==> src/design/pvc_pkg.sv <==
`timescale 1ns / 1ps

package pvc_pkg;

	// Fixed scaling of the control law
	localparam int ERR_LIMIT  = 2000;
	localparam int FULL_SCALE = 12800;
	localparam int TOP_SCALE  = 25600;

	// Reciprocal unit: 12800 fits in 14 bits, one quotient bit per step
	localparam int QUOT_W     = 14;
	localparam int DIV_STEPS  = QUOT_W;
	localparam int DIV_CNT_W  = $clog2(DIV_STEPS + 1);

	// Program counter of the sequencer
	localparam int PC_W = 4;

	// Configuration register indexes
	localparam logic [2:0] CFG_PROP_GAIN  = 3'd0;
	localparam logic [2:0] CFG_INT_GAIN   = 3'd1;
	localparam logic [2:0] CFG_QUAD_GAIN  = 3'd2;
	localparam logic [2:0] CFG_VALVE_UPPER = 3'd3;
	localparam logic [2:0] CFG_VALVE_LOWER = 3'd4;
	localparam logic [2:0] CFG_HOLD_BAND  = 3'd5;

	// Datapath operations
	typedef enum logic [3:0] {
		OP_NOP,
		OP_LOAD,
		OP_DIV,
		OP_INTEG,
		OP_CLAMP,
		OP_MULA,
		OP_ADDP,
		OP_MULB,
		OP_SHIFT,
		OP_MULC,
		OP_SUM,
		OP_OUT
	} op_t;

	// Condition that lets a step advance
	typedef enum logic [1:0] {
		C_NONE,
		C_IN,
		C_DIV,
		C_OUT
	} cond_t;

	// Divisor picked when a step starts the reciprocal unit
	typedef enum logic [1:0] {
		DS_NONE,
		DS_PROP,
		DS_INT
	} dsel_t;

	typedef struct packed {
		op_t   op;
		cond_t cond;
		dsel_t dsel;
		logic  last;
	} cw_t;

	typedef struct packed {
		logic       start;
		logic [7:0] divisor;
	} div_ctrl_t;

	typedef struct packed {
		logic              busy;
		logic [QUOT_W-1:0] quot;
	} div_stat_t;

	// Control store: one word per step
	function automatic cw_t ucode(input logic [PC_W-1:0] pc);
		cw_t w;
		case (pc)
			4'd0:  w = '{op: OP_LOAD,  cond: C_IN,   dsel: DS_PROP, last: 1'b0};
			4'd1:  w = '{op: OP_DIV,   cond: C_DIV,  dsel: DS_NONE, last: 1'b0};
			4'd2:  w = '{op: OP_INTEG, cond: C_NONE, dsel: DS_INT,  last: 1'b0};
			4'd3:  w = '{op: OP_DIV,   cond: C_DIV,  dsel: DS_NONE, last: 1'b0};
			4'd4:  w = '{op: OP_CLAMP, cond: C_NONE, dsel: DS_NONE, last: 1'b0};
			4'd5:  w = '{op: OP_MULA,  cond: C_NONE, dsel: DS_NONE, last: 1'b0};
			4'd6:  w = '{op: OP_ADDP,  cond: C_NONE, dsel: DS_NONE, last: 1'b0};
			4'd7:  w = '{op: OP_MULB,  cond: C_NONE, dsel: DS_NONE, last: 1'b0};
			4'd8:  w = '{op: OP_SHIFT, cond: C_NONE, dsel: DS_NONE, last: 1'b0};
			4'd9:  w = '{op: OP_MULC,  cond: C_NONE, dsel: DS_NONE, last: 1'b0};
			4'd10: w = '{op: OP_SUM,   cond: C_NONE, dsel: DS_NONE, last: 1'b0};
			4'd11: w = '{op: OP_OUT,   cond: C_OUT,  dsel: DS_NONE, last: 1'b1};
			default: w = '{op: OP_NOP, cond: C_NONE, dsel: DS_NONE, last: 1'b1};
		endcase
		return w;
	endfunction

endpackage

==> src/design/pvc_div.sv <==
`timescale 1ns / 1ps

module pvc_div (
	input  logic                clk,
	input  logic                arst_n,
	input  pvc_pkg::div_ctrl_t  ctrl,
	output pvc_pkg::div_stat_t  stat
);

	localparam logic [pvc_pkg::QUOT_W-1:0] DIVIDEND = pvc_pkg::QUOT_W'(pvc_pkg::FULL_SCALE);

	logic [pvc_pkg::DIV_CNT_W-1:0] cnt_q;
	logic [pvc_pkg::QUOT_W-1:0]    num_q;
	logic [pvc_pkg::QUOT_W-1:0]    quot_q;
	logic [7:0]                    rem_q;
	logic [7:0]                    div_q;
	logic [8:0]                    trial;
	logic [8:0]                    diff;
	logic                          qbit;

	// Trial subtract for one quotient bit
	assign trial = {rem_q, num_q[pvc_pkg::QUOT_W-1]};
	assign diff  = trial - {1'b0, div_q};
	assign qbit  = (trial >= {1'b0, div_q});

	// Restoring division of the full-scale constant, one bit per cycle
	always_ff @(posedge clk or negedge arst_n) begin
		if (!arst_n) begin
			cnt_q <= '0;
		end else if (ctrl.start) begin
			cnt_q <= pvc_pkg::DIV_CNT_W'(pvc_pkg::DIV_STEPS);
		end else if (cnt_q != '0) begin
			cnt_q <= cnt_q - 1'b1;
		end
	end

	always_ff @(posedge clk) begin
		if (ctrl.start) begin
			num_q  <= DIVIDEND;
			rem_q  <= '0;
			quot_q <= '0;
			div_q  <= ctrl.divisor;
		end else if (cnt_q != '0) begin
			num_q  <= {num_q[pvc_pkg::QUOT_W-2:0], 1'b0};
			rem_q  <= qbit ? diff[7:0] : trial[7:0];
			quot_q <= {quot_q[pvc_pkg::QUOT_W-2:0], qbit};
		end
	end

	assign stat.busy = (cnt_q != '0);
	assign stat.quot = quot_q;

endmodule

==> src/design/nonlinear_pi_valve_controller.sv <==
`timescale 1ns / 1ps

// PI valve controller with a quadratic proportional term and anti-windup.
// Input channel (in_valid / in_stall) carries target_temp, measured_temp and
// previous_valve; output channel (out_valid / out_stall) carries the new
// valve_position in percent. One result per input item.
// Gains, valve limits and hold band are written through cfg_valid /
// cfg_ready / cfg_index / cfg_data; the user must write them only while no
// item is in flight, as the block does not enforce it. cfg_ready is always
// high and unknown indexes are dropped.
// An item runs through the microcode steps from accept to result, with two
// waits on the bit-serial reciprocal unit (14 quotient bits each,
// 12800/prop_gain and 12800/integral_gain). The next item can be taken in
// the cycle after the result is loaded. One item is in work at a time;
// in_stall is high from accept until the sequencer returns to its first step.
// A finished result sits in the output register while the next item runs;
// if the receiver still stalls when the next result is ready, the sequencer
// holds at its last step until the register is taken.
// Reset sets the configuration registers to their defaults, clears the integral
// sum and the stored measurement (no temperature history), and empties the output.
module nonlinear_pi_valve_controller (
	input  logic              clk,
	input  logic              arst_n,
	input  logic              in_valid,
	output logic              in_stall,
	input  logic signed [15:0] target_temp,
	input  logic signed [15:0] measured_temp,
	input  logic [6:0]        previous_valve,
	output logic              out_valid,
	input  logic              out_stall,
	output logic [6:0]        valve_position,
	input  logic              cfg_valid,
	output logic              cfg_ready,
	input  logic [2:0]        cfg_index,
	input  logic [7:0]        cfg_data
);

	// Configuration
	logic [7:0] prop_gain_q;
	logic [7:0] int_gain_q;
	logic [7:0] quad_gain_q;
	logic [6:0] valve_upper_q;
	logic [6:0] valve_lower_q;
	logic [7:0] hold_band_q;

	// Sequencer
	logic [pvc_pkg::PC_W-1:0] pc_q;
	pvc_pkg::cw_t              cw;
	logic                      in_acc;
	logic                      out_free;
	logic                      adv;

	// Datapath
	logic signed [15:0] last_meas_q;
	logic signed [15:0] esum_q;
	logic signed [11:0] err_q;
	logic               move_q;
	logic [6:0]         prev_q;
	logic signed [31:0] prod_q;
	logic signed [31:0] acc_q;
	logic               out_valid_q;
	logic [6:0]         out_q;

	pvc_pkg::div_ctrl_t div_ctrl;
	pvc_pkg::div_stat_t div_st;

	logic signed [16:0] diff_tm;
	logic signed [16:0] diff_lm;
	logic signed [11:0] err_new;
	logic               move_new;
	logic [11:0]        err_neg;
	logic [10:0]        abs_err;
	logic signed [15:0] lim;
	logic signed [15:0] err16;
	logic signed [15:0] step;
	logic signed [15:0] esum_clamp;
	logic signed [20:0] mul_a;
	logic signed [16:0] mul_b;
	logic signed [37:0] mul_p;
	logic [14:0]        p15;
	logic signed [16:0] span;
	logic [16:0]        span_neg;
	logic [15:0]        adist;
	logic [6:0]         scaled;
	logic [6:0]         result;

	assign cw        = pvc_pkg::ucode(pc_q);
	assign in_stall  = (cw.cond != pvc_pkg::C_IN);
	assign in_acc    = in_valid && !in_stall;
	assign out_free  = !out_valid_q || !out_stall;
	assign cfg_ready = 1'b1;
	assign out_valid = out_valid_q;
	assign valve_position = out_q;

	// Step advance condition
	always_comb begin
		case (cw.cond)
			pvc_pkg::C_IN:  adv = in_acc;
			pvc_pkg::C_DIV: adv = !div_st.busy;
			pvc_pkg::C_OUT: adv = out_free;
			default:        adv = 1'b1;
		endcase
	end

	// Start the reciprocal unit; a zero gain divides by one
	always_comb begin
		div_ctrl.start   = adv && (cw.dsel != pvc_pkg::DS_NONE);
		div_ctrl.divisor = 8'd1;
		case (cw.dsel)
			pvc_pkg::DS_PROP:
				div_ctrl.divisor = (prop_gain_q == '0) ? 8'd1 : prop_gain_q;
			pvc_pkg::DS_INT:
				div_ctrl.divisor = (int_gain_q == '0) ? 8'd1 : int_gain_q;
			default:
				div_ctrl.divisor = 8'd1;
		endcase
	end

	pvc_div u_div (
		.clk   (clk),
		.arst_n(arst_n),
		.ctrl  (div_ctrl),
		.stat  (div_st)
	);

	// Error clamp and movement test on the incoming item
	always_comb begin
		diff_tm = {target_temp[15], target_temp} - {measured_temp[15], measured_temp};
		diff_lm = {last_meas_q[15], last_meas_q} - {measured_temp[15], measured_temp};
		if (diff_tm > 17'sd2000) begin
			err_new = 12'(pvc_pkg::ERR_LIMIT);
		end else if (diff_tm < -17'sd2000) begin
			err_new = -12'(pvc_pkg::ERR_LIMIT);
		end else begin
			err_new = diff_tm[11:0];
		end
		move_new = (last_meas_q != '0) &&
			((diff_lm > 17'sd0 && err_new > 12'sd0) ||
			 (diff_lm < 17'sd0 && err_new < 12'sd0));
	end

	// Integral step and sum clamp against the current quotient
	always_comb begin
		err_neg    = -err_q;
		abs_err    = err_q[11] ? err_neg[10:0] : err_q[10:0];
		lim        = $signed({2'b00, div_st.quot});
		err16      = {{4{err_q[11]}}, err_q};
		if (err16 > lim) begin
			step = lim;
		end else if (err16 < -lim) begin
			step = -lim;
		end else begin
			step = err16;
		end
		if (esum_q > lim) begin
			esum_clamp = lim;
		end else if (esum_q < -lim) begin
			esum_clamp = -lim;
		end else begin
			esum_clamp = esum_q;
		end
	end

	// Shared multiplier operands
	always_comb begin
		case (cw.op)
			pvc_pkg::OP_MULA: begin
				mul_a = $signed({13'd0, quad_gain_q});
				mul_b = $signed({6'd0, abs_err});
			end
			pvc_pkg::OP_MULB: begin
				mul_a = acc_q[20:0];
				mul_b = {{5{err_q[11]}}, err_q};
			end
			pvc_pkg::OP_MULC: begin
				mul_a = $signed({13'd0, int_gain_q});
				mul_b = {esum_q[15], esum_q};
			end
			default: begin
				mul_a = '0;
				mul_b = '0;
			end
		endcase
		mul_p = mul_a * mul_b;
	end

	// Map the raw sum to a valve position
	always_comb begin
		p15      = acc_q[14:0];
		span     = $signed({2'b00, p15}) - $signed({2'b00, prev_q, 8'd0});
		span_neg = -span;
		adist    = span[16] ? span_neg[15:0] : span[15:0];
		scaled   = p15[14:8];
		if (acc_q > 32'(pvc_pkg::TOP_SCALE)) begin
			result = valve_upper_q;
		end else if (acc_q[31]) begin
			result = valve_lower_q;
		end else if (adist < {8'd0, hold_band_q}) begin
			result = prev_q;
		end else if (scaled > valve_upper_q) begin
			result = valve_upper_q;
		end else if (scaled < valve_lower_q) begin
			result = valve_lower_q;
		end else begin
			result = scaled;
		end
	end

	// Configuration writes
	always_ff @(posedge clk or negedge arst_n) begin
		if (!arst_n) begin
			prop_gain_q   <= 8'd1;
			int_gain_q    <= 8'd0;
			quad_gain_q   <= 8'd0;
			valve_upper_q <= 7'd100;
			valve_lower_q <= 7'd0;
			hold_band_q   <= 8'd0;
		end else if (cfg_valid && cfg_ready) begin
			case (cfg_index)
				pvc_pkg::CFG_PROP_GAIN:   prop_gain_q   <= cfg_data;
				pvc_pkg::CFG_INT_GAIN:    int_gain_q    <= cfg_data;
				pvc_pkg::CFG_QUAD_GAIN:   quad_gain_q   <= cfg_data;
				pvc_pkg::CFG_VALVE_UPPER: valve_upper_q <= cfg_data[6:0];
				pvc_pkg::CFG_VALVE_LOWER: valve_lower_q <= cfg_data[6:0];
				pvc_pkg::CFG_HOLD_BAND:   hold_band_q   <= cfg_data;
				default: ;
			endcase
		end
	end

	// Step counter, controller state and output register
	always_ff @(posedge clk or negedge arst_n) begin
		if (!arst_n) begin
			pc_q        <= '0;
			last_meas_q <= '0;
			esum_q      <= '0;
			out_valid_q <= 1'b0;
		end else begin
			if (adv) begin
				pc_q <= cw.last ? '0 : pc_q + 1'b1;
			end
			if (cw.op == pvc_pkg::OP_OUT && out_free) begin
				out_valid_q <= 1'b1;
			end else if (out_valid_q && !out_stall) begin
				out_valid_q <= 1'b0;
			end
			case (cw.op)
				pvc_pkg::OP_LOAD: begin
					if (in_acc) begin
						last_meas_q <= measured_temp;
					end
				end
				pvc_pkg::OP_INTEG: begin
					if (move_q) begin
						esum_q <= esum_q + step;
					end
				end
				pvc_pkg::OP_CLAMP: esum_q <= esum_clamp;
				default: ;
			endcase
		end
	end

	// Working registers
	always_ff @(posedge clk) begin
		case (cw.op)
			pvc_pkg::OP_LOAD: begin
				if (in_acc) begin
					err_q  <= err_new;
					move_q <= move_new;
					prev_q <= previous_valve;
				end
			end
			pvc_pkg::OP_MULA,
			pvc_pkg::OP_MULB,
			pvc_pkg::OP_MULC:  prod_q <= mul_p[31:0];
			pvc_pkg::OP_ADDP:  acc_q  <= prod_q + $signed({16'd0, prop_gain_q, 8'd0});
			pvc_pkg::OP_SHIFT: acc_q  <= prod_q >>> 8;
			pvc_pkg::OP_SUM:   acc_q  <= acc_q + prod_q + 32'(pvc_pkg::FULL_SCALE);
			pvc_pkg::OP_OUT: begin
				if (out_free) begin
					out_q <= result;
				end
			end
			default: ;
		endcase
	end

	// The reciprocal unit runs only under a wait step
	a_div_in_wait: assert property (@(posedge clk) disable iff (!arst_n)
		div_st.busy |-> (cw.op == pvc_pkg::OP_DIV))
		else $error("reciprocal unit busy outside a wait step");

	// The integral sum is clamped between items
	a_esum_range: assert property (@(posedge clk) disable iff (!arst_n)
		(pc_q == '0) |-> (esum_q <= 16'sd12800 && esum_q >= -16'sd12800))
		else $error("integral sum out of range between items");

	// The working error stays within its clamp during an item
	a_err_range: assert property (@(posedge clk) disable iff (!arst_n)
		(pc_q != '0) |-> (err_q <= 12'sd2000 && err_q >= -12'sd2000))
		else $error("clamped error out of range");

	// Leaving the last step always loads the output register
	a_out_load: assert property (@(posedge clk) disable iff (!arst_n)
		(cw.op == pvc_pkg::OP_OUT && out_free) |=> (out_valid_q && pc_q == '0))
		else $error("result step left without loading output");

endmodule
==> config.mk <==
export PLATFORM = sky130hd
export DESIGN_NAME = nonlinear_pi_valve_controller
export DESIGN_NICKNAME = d
export VERILOG_FILES = /design/src/design/pvc_pkg.sv /design/src/design/pvc_div.sv /design/src/design/nonlinear_pi_valve_controller.sv
export SDC_FILE = /design/constraint.sdc
export NUM_CORES = 2
export LEC_CHECK = 0
export ABC_AREA = 1
export ABC_CLOCK_PERIOD_IN_PS = 13600
export BUFFER_PORTS_ARGS = -buffer_cell sky130_fd_sc_hd__buf_2
export CAP_MARGIN = 20
export CORE_ASPECT_RATIO = 1.75
export CORE_MARGIN = 1
export CORE_UTILIZATION = 50
export CTS_CLUSTER_DIAMETER = 120
export CTS_CLUSTER_SIZE = 40
export DETAILED_ROUTE_END_ITERATION = 16
export PLACE_DENSITY = 0.64
export SLEW_MARGIN = 20
export SYNTH_ARGS = -nofsm -noshare
export SYNTH_HDL_FRONTEND = slang
export SYNTH_HIERARCHICAL = 1
export SYNTH_SLANG_ARGS = --single-unit
==> constraint.sdc <==
create_clock -name clk -period 13.6 [get_ports clk]
set_input_delay 4.08 -clock clk [delete_from_list [all_inputs] [get_ports clk]]
set_output_delay 4.08 -clock clk [all_outputs]
set_load 0.005 [all_outputs]
==> impl_results.md <==
* Status: complete, no violations
* GR peak layer: met2
* Buffers on Ports at 63
* DRC at 0
* Synth unique cells at 67
* Pin count of the biggest net entering global routing at 61
* Hold Vio Cnt, Final at 0
* Achievable Freq at 0.115 GHz
* Initial Utilization at 50.8%
* Dpl ws at 4.92 ns
* Final wirelength at 90.8 mm
* DRT iter0 DRCs at 1,445
* Power Dens Cells at 191 nW/um^2
* Seq pwr share at 21.8%
* Mean Syn Cell Area at 7.52 um^2
* Layout cells sized above 1 at 4.32%
* Syn nets at 4,701
* First-pass GRT wire length at 143 mm
* Register area share after synthesis at 18.8%
* Period minus WS final at 8.70 ns
* HPWL reported at the end of detailed placement at 76.5 mm
* Fill cells at 5,885
* CP Data Required Time at 13.90 ns
* Clk_lat worst skew at 0.53 ns
* Post-CTS sizing at 0
* Tightest Pin Transition at 1.02 ns
* Worst-path clk slew at 0.15 ns
* Cell Int Power at 2.61 mW
* Combinational share of power at 72.3%
* Via Count at 26.2k
* Critical path type: reg2reg
* R2R cell count at 32
* CP endpoint kind: register
* Longest Clk Path Bufs at 3
* WL per Instance at 18.9 um
* RSZ-0062 raised after global routing: no
* Min setup slack post-route at 4.90 ns
* Met2 usage at 60.5%
* Inserted Clock Buffers at 9
* Die ar. at 61,500 um^2
* CTS Hold Bufs at 0
* Number of nets in the layout at 4,707
* Post-CTS Setup Bufs at 0
* ANT cells at 0
* Fin crit share at 64.0%
* Startpoint types: register
* CP max-delay cell: nor2_1
* CP max stage delay at 0.83 ns
* Most frequent cells in the layout: 889 x inv_1, 884 x nand2_1, 313 x ha_1
* DRT Pass-1 Iters at 8
* CP max FO at 24
* Yosys reg bits at 213
* CTS tree: done
* Die height at 327 um
* Hold-critical path depth at 2
* Vias in the first global route at 27.2k
* GRT Util Overall at 30.2%
* Synth Instances at 4,023
* Grt total ovfl at 0
* Post-route ant nets at 0
* Initial antenna violation count at 0
* Leak at 17.0 nW
* Fin. max-slew vios at 0
* Clk root buf: clkbuf_16
* I/O pins at 65
* Synth warnings at 6
* Placeable core area at 59,500 um^2
* Max-cap violations at 0
* Setup Viol. Count Final at 0
* Top_reg_cell synth: edfxtp_1
* Most common cell after layout, fill and taps aside: inv_1
* Setup_tns at 0 ns
* Clock skew at 0.0334 ns
* CTS sink cnt at 213
* Worst Hold Class: reg2reg
* H-tree level count at 1
* Switching part of the total at 56.9%
* Arr. time, crit path at 9.01 ns
* Share of flip-flops with an asynchronous set or reset at 40.8%
* GPL Wtd Cong at 0.965
* Vias per cell at 5.44
* Clock power frac at 5.9%
* Rows at 118
* Met1 Use GR at 28.8%
* Area delta synth->final at 4.54%
* Switch Pwr at 3.44 mW
* Die Wd at 188 um
* Synthesized area at 30,200 um^2
* GR Util met3 at 2.22%
* Peak supply drop at 0.121 mV
* Number of synthesized flops with an enable pin at 99
* Worst relative slew slack at 31.8%
state kept, by name (all words and copies together), names as in the netlist, 7 cells and up:
| register | flops |
|---|---|
| int_gain_q | 8 |
| u_div/quot_q | 14 |
| err_q | 12 |
| prop_gain_q | 8 |
| acc_q | 32 |
| prev_q | 7 |
| u_div/div_q | 8 |
| last_meas_q | 16 |
| quad_gain_q | 8 |
| valve_upper_q | 7 |
| u_div/rem_q | 8 |
| prod_q | 32 |
| valve_lower_q | 7 |
| hold_band_q | 8 |
| esum_q | 16 |
| valve_position | 7 |
worst paths after layout:
kind / slack, ns / to / startpoint
worst max-delay path: 4.90 / prod_q[31] / pc_q[2]
worst min-delay path: 0.47 / u_div/num_q[10] / u_div/num_q[9]
worst max register to register: 4.90 / prod_q[31] / pc_q[2]
worst min register to register: 0.47 / u_div/num_q[10] / u_div/num_q[9]
max in group asynchronous: 8.95 / valve_upper_q[1] / arst_n
min in group asynchronous: 3.49 / last_meas_q[15] / arst_n
per-layer routing:
| layer | vias up | routed length (um) |
|---|---|---|
| met5 | - | 0 |
| met4 | 0 | 7000 |
| met3 | 320 | 3080 |
| met2 | 791 | 50100 |
| met1 | 12400 | 30500 |
| li1 | 12700 | - |
cells in the mapped netlist (10+ instances only):
cell	n	area (um^2)
a21oi_1	222	1110
a31oi_1	19	119
buf_2	31	155
clkbuf_1	55	206
dfrtp_1	83	2080
dfxtp_1	27	541
edfxtp_1	99	2970
fa_1	310	6210
ha_1	313	3920
inv_1	889	3340
nand2_1	884	3320
nand3_1	144	721
nand3b_1	10	75.1
nand4_1	51	319
nor2_1	279	1050
nor3_1	31	155
nor4_1	21	131
o211ai_1	36	270
o21a_1	10	75.1
o21ai_0	236	1180
o221ai_1	12	105
xnor2_1	29	254
xor2_1	75	657
through the flow:
stage / cells / cell area (um^2) / hold WS, ns / total power [mW] / util, %
after floorplan: 4023 / 30200 / 0.426 / 4.41 / -
final: 4811 / 31600 / 0.468 / 6.05 / 53.1
after CTS: 4811 / 31600 / 0.470 / 6.03 / 53.1
after global routing: 4811 / 31600 / 0.496 / 6.66 / 53.1
after global placement: 4798 / 31300 / 0.448 / 5.61 / 52.7
after detailed placement: 4798 / 31300 / 0.449 / 5.65 / 52.7
power by group through the flow:
stage	Combinational [mW]	Sequential, mW	Clock (mW)
after floorplan	3.23	1.18	0
after CTS	4.35	1.32	0.368
final	4.38	1.32	0.356
after detailed placement	4.32	1.33	0
after global placement	4.28	1.33	0
after global routing	4.94	1.34	0.381
worst max-delay path, delay by kind of cell, from the launching register on:
kind	cells	cell delay, ns
compound gates	2	0.34
fa+ha+maj	8	3.78
buf+inv	8	1.11
flops	1	0.44
simple gates	14	2.78
layout make-up:
type | instances | area, um^2 | share of cell area (%)
Multi-Input combinational cell | 2815 | 20800 | 65.8
Sequential cell | 213 | 5700 | 18.0
Inverter | 903 | 3390 | 10.7
Tap cell | 780 | 976 | 3.09
Timing Repair Buffer | 87 | 498 | 1.58
Clock buffer | 11 | 233 | 0.736
Clock inverter | 2 | 31.3 | 0.0990
cell families after synthesis:
logic type	Yosys count	synth area share (%)
AO/OA/AOI/OAI	608	11.4
XOR/XNOR	105	3.07
flip-flops	213	18.8
other	1	0.0124
buffers and inverters	995	12.6
adder cells (fa/ha/maj)	623	33.5
AND/OR/NAND/NOR	1478	20.7
Note: power is estimated with default switching activity, not from simulation.
